$ cat src/rtl/swkj_ram.sv
`timescale 1ns / 1ps
module swkj_ram #(
  parameter int unsigned Width = 8,
  parameter int unsigned Depth = 16
) (
  input  logic                     clk_i,
  input  logic                     we_i,
  input  logic [$clog2(Depth)-1:0] waddr_i,
  input  logic [Width-1:0]         wdata_i,
  input  logic [$clog2(Depth)-1:0] raddr_i,
  output logic [Width-1:0]         rdata_o
);

  logic [Width-1:0] mem_q [Depth];

  // single write port, registered read
  always_ff @(posedge clk_i) begin
    if (we_i) begin
      mem_q[waddr_i] <= wdata_i;
    end
    rdata_o <= mem_q[raddr_i];
  end

endmodule

$ cat config.mk
export PLATFORM = sky130hd
export DESIGN_NAME = swkj_ram
export DESIGN_NICKNAME = d
export VERILOG_FILES = /design/src/rtl/swkj_ram.sv
export SDC_FILE = /design/constraint.sdc
export NUM_CORES = 1
export LEC_CHECK = 0
export BUFFER_PORTS_ARGS = -buffer_cell sky130_fd_sc_hd__buf_2
export CAP_MARGIN = 20
export CORE_MARGIN = 2
export CORE_UTILIZATION = 41
export DETAILED_ROUTE_END_ITERATION = 10
export GPL_TIMING_DRIVEN = 0
export HOLD_SLACK_MARGIN = 0.15
export PLACE_DENSITY = 0.66
export SYNTH_ARGS = -nofsm -noshare
export SYNTH_HDL_FRONTEND = slang
export SYNTH_SLANG_ARGS = --single-unit
export TNS_END_PERCENT = 100
$ cat constraint.sdc
create_clock -name clk_i -period 2.6 [get_ports clk_i]
set_input_delay 0.78 -clock clk_i [delete_from_list [all_inputs] [get_ports clk_i]]
set_output_delay 0.78 -clock clk_i [all_outputs]
set_load 0.01 [all_outputs]
### After elaboration in Yosys (flattened, before gate mapping)

Memory sizes are Yosys's and may differ from the RTL's. A register that Yosys moved wholly into a read port is not among the register bits.
Index checks and enable logic that the tools add are counted.

| storage, ports and cells | value |
|---|---|
| bits in latches | 0 |
| word-level logic and storage cells | 3 |
| input bits | 18 |
| register bits after elaboration | 0 |
| bits in writable memories | 128 |
| bits in read-only memories | 0 |
| output and inout bits | 8 |
| memories | 1 |

| operators by class | value |
|---|---|
| $mul | 0 |
| divide/modulo/power cells | 0 |
| shift operators | 0 |
| equal/unequal tests | 0 |
| bitwise gates (word level) | 0 |
| reduce and logical (&&, ||, !) cells | 0 |
| muxes and demuxes | 2 |
| $add $sub $neg | 0 |
| magnitude comparators | 0 |

Memory list:

| name | words | width | rd ports | clocked after memory_dff | write ports | line | source |
|---|---|---|---|---|---|---|---|
| mem_q | 16 | 8 | 1 | 1 | 1 | 14 | `logic [Width-1:0] mem_q [Depth];` |

Operators with widths:

| cell | number |
|---|---|
| $mux W1 | 2 |

### Logic depth before layout (Yosys ltp)

| logic depth | value |
|---|---|
| depth after elaboration | 2 |
| gate-level depth with buffers | 5 |
| mapped depth without buffers | 3 |

### Worst setup path after synthesis

OpenSTA, ideal clock, no wires.

| timing | value |
|---|---|
| path kind | input to register |
| start | input waddr_i[2] |
| end | memory mem_q[0][0], enable pin |
| stages | 2 |
| arrival | 1.890 ns |
| setup slack | 0.327 ns |
| required time | 2.217 ns |
| setup time | 0.383 ns |
| buffers on the path | 0 |
| path through | or3b_2 -> nor3_1 |

RTL lines:

| element | line | source |
|---|---|---|
| start: declaration | 8 | `input logic [$clog2(Depth)-1:0] waddr_i,` |
| end: declaration | 14 |  |

Straight into the memory's write port.

### Final worst setup path

| timing | value |
|---|---|
| start | input waddr_i[2] |
| end | memory mem_q[3][2], enable pin |

Straight into the memory's write port.

==> flow_summary.ini <==
[status]
status = complete, no violations

[floorplanning]
io_pins = 26
row_count = 40
start_util = 0.4250
core_um2 = 12110
dieHeight_um = 116.0
die_width_um = 116.0
die_area_um2 = 13470

[layout]
instances_no_fill = 456
utilization = 0.5033
final_layout_size_suffix_gt1_frac = 0.3090
fillers = 991
area_growth_pct = 18.42
diodes = 0
multi_input_area_um2 = 1062
final_area_um2 = 6096
nNetsFinal = 293
regArea_um2 = 4004

[yosys]
synthCells = 229
yosys.cell_types.count = 19
ys_seq_area_frac = 0.7778
synth-seq-cells = 136
ys_warn_count = 0
synth_area_um2 = 5147
synth_nets = 247
syn_area_per_cell_um2 = 22.48

[setup_path]
crit_family = simple AND/OR/NAND/NOR gates
r2r_slack_ns = 1.23
slowest_stage = nor2_1
crit_required_ns = 2.64
crit_path_start_kind = primary input
crit_fanout = 8
reg2reg_to = rdata_o[4]
r2r-start = mem_q[9][4]
critPathBufInv = 1
critical_path_class = in -> reg
cp.arrival_ns = 2.17
cpPeakStageDelay_ns = 0.75
worstRegToRegCells = 3
crit_chain = buf_2, or3b_2, nor2_1
critPathCaptureType = flip-flop

[global_route]
track_usage = 0.1664
gr-total-overflow = 0
grt_max_degree = 17
grt_pass1_wl_um = 15390
antenna_found_initial = 0
grt_pass1_vias = 2554

[detailed_routing]
drtIter0Drc = 276
drc = 0
first_pass_iters = 4
ant_nets = 0
top_layer = met4
routed-wl-met3_um = 631
finalWirelength_um = 10060
viasPerCell = 5.430
met2_length_um = 4870
vias = 2476
wl_per_cell_um = 22.07
drt-met1-wl_um = 4315

[timing]
post-route-period-util = 0.8211
worst_pin_slew_ns = 0.9644
hold_viol = 0
slew_headroom = 0.3547
final_max_slew_viol_count = 0
fin_skew_ns = 0.01222
clock.fmax_mhz = 468.4
period_needed_ns = 2.135
rsz0062_at_grt = false
setup_viol = 0

[clocking]
max-clock-path-buffers = 2
path_clk_slew_ns = 0.06
cts_root_buf = clkbuf_16
clkSinkCount = 136
cts_buffers = 17
htreeDepth = 4
clock_latency_ns = 0.42
post_cts_buffers = 0
hold_buffers = 0
post_cts_resized = 0
cts_tree = built

[hold_path]
holdCritPathClass = reg -> reg
holdPathEnd = rdata_o[3]
whs_path_depth = 3
hp-start = mem_q[7][3]

[power_and_ir_drop]
power.density_nw_per_um2 = 833.7
power.leakage_uw = 0.002035
vdd_drop_max_mv = 0.4342

[run]
maxCapViolCount = 0

[placed_design]
place.gp.congestion = 0.7912
io_buffer_count = 24
placed_cells = 424
postPlaceCellArea_um2 = 5503
post-dp-hpwl_um = 6254
[layout make-up]
type	instances	share of cell area
plain buffers	10	0.01416
clock buffers	17	0.06979
clock inverters	15	0.02750
multi-input cells	83	0.1743
flip-flops and latches	136	0.6568
well taps	168	0.03448
repair buffers	27	0.02299
[logic make-up (layout without fill, tap and decap cells)]
| group | after synthesis | count (layout) | share of synthesized area |
|---|---|---|---|
| simple gates | 35 | 35 | 0.03184 |
| flops | 136 | 136 | 0.7778 |
| compound gates | 16 | 16 | 0.02334 |
| mux | 32 | 32 | 0.1502 |
| buf+inv | 10 | 69 | 0.01677 |
[per-stage QoR]
stage	setup TNS [ns]	setup WS, ns	power (µW)	hold WS [ns]
final	0	0.4651	5082	0.6768
after global routing	0	0.3478	5240	0.7216
after CTS	0	0.4715	5118	0.6769
after detailed placement	0	0.01308	2744	0.6652
after global placement	-3.870	-0.4526	2734	0.6567
after floorplan	0	0.3271	2638	0.6293
[registers in the layout, indices dropped and copies added (netlist names)]
name	cells
mem_q	128
rdata_o	8
[placed cells by master, fill, tap and decap left out, types with 4 or more instances in the layout]
| cell | count |
|---|---|
| mux4_2 | 18 |
| inv_6 | 4 |
| clkbuf_16 | 17 |
| edfxtp_1 | 128 |
| dfxtp_1 | 8 |
| clkinvlp_4 | 4 |
| mux4_1 | 14 |
| buf_2 | 28 |
| a22oi_1 | 16 |
| nand2_1 | 9 |
| nor2_1 | 13 |
[power breakdown]
part	leakage [µW]	total, µW	internal (µW)	switching (µW)
combinational	0.000532	232	97.8	134
sequential	0.00122	2460	2450	12.5
clock	0.000279	2390	1430	956
[worst max-delay path by stage]
stage | start | endpoint | slack, ns | cells after the start
CTS | waddr_i[2] | mem_q[3][5] | 0.47 | 3
detailed placement | waddr_i[2] | mem_q[1][4] | 0.01 | 3
global placement | waddr_i[2] | mem_q[0][4] | -0.45 | 3
floorplan | waddr_i[2] | mem_q[0][0] | 0.33 | 2
global route | waddr_i[2] | mem_q[3][5] | 0.35 | 3
finish | waddr_i[2] | mem_q[3][2] | 0.47 | 3
[tightest hold or removal path: cells and delay by family (launching register included)]
| kind | cells | cell delay, ns |
|---|---|---|
| multiplexers | 1 | 0.21 |
| flip-flops | 1 | 0.31 |
| AO/OA/AOI/OAI | 1 | 0.06 |
| AND/OR/NAND/NOR | 1 | 0.07 |
[cell usage after synthesis, drive strengths merged]
library cell / instances / share of area
edfxtp: 128 / 0.75
mux4: 32 / 0.15
a22oi: 16 / 0.023
nor2: 13 / 0.0095
nand2: 9 / 0.0066
dfxtp: 8 / 0.031
buf: 7 / 0.011
nor3: 4 / 0.0039
clkdlybuf4s25: 3 / 0.0058
nand2b: 2 / 0.0024
nand3b: 2 / 0.0029
and2: 1 / 0.0012
and2b: 1 / 0.0015
nand3: 1 / 0.00097
nor2b: 1 / 0.0012
or3b: 1 / 0.0017
[layer usage]
layer / GRT usage / up-vias
met3: 0.04550 / 23
met1: 0.2302 / 1288
li1: - / 1072
met2: 0.2538 / 93
met5: 0 / -
met4: 0.06587 / 0
Power figures use the tool's default switching activity.
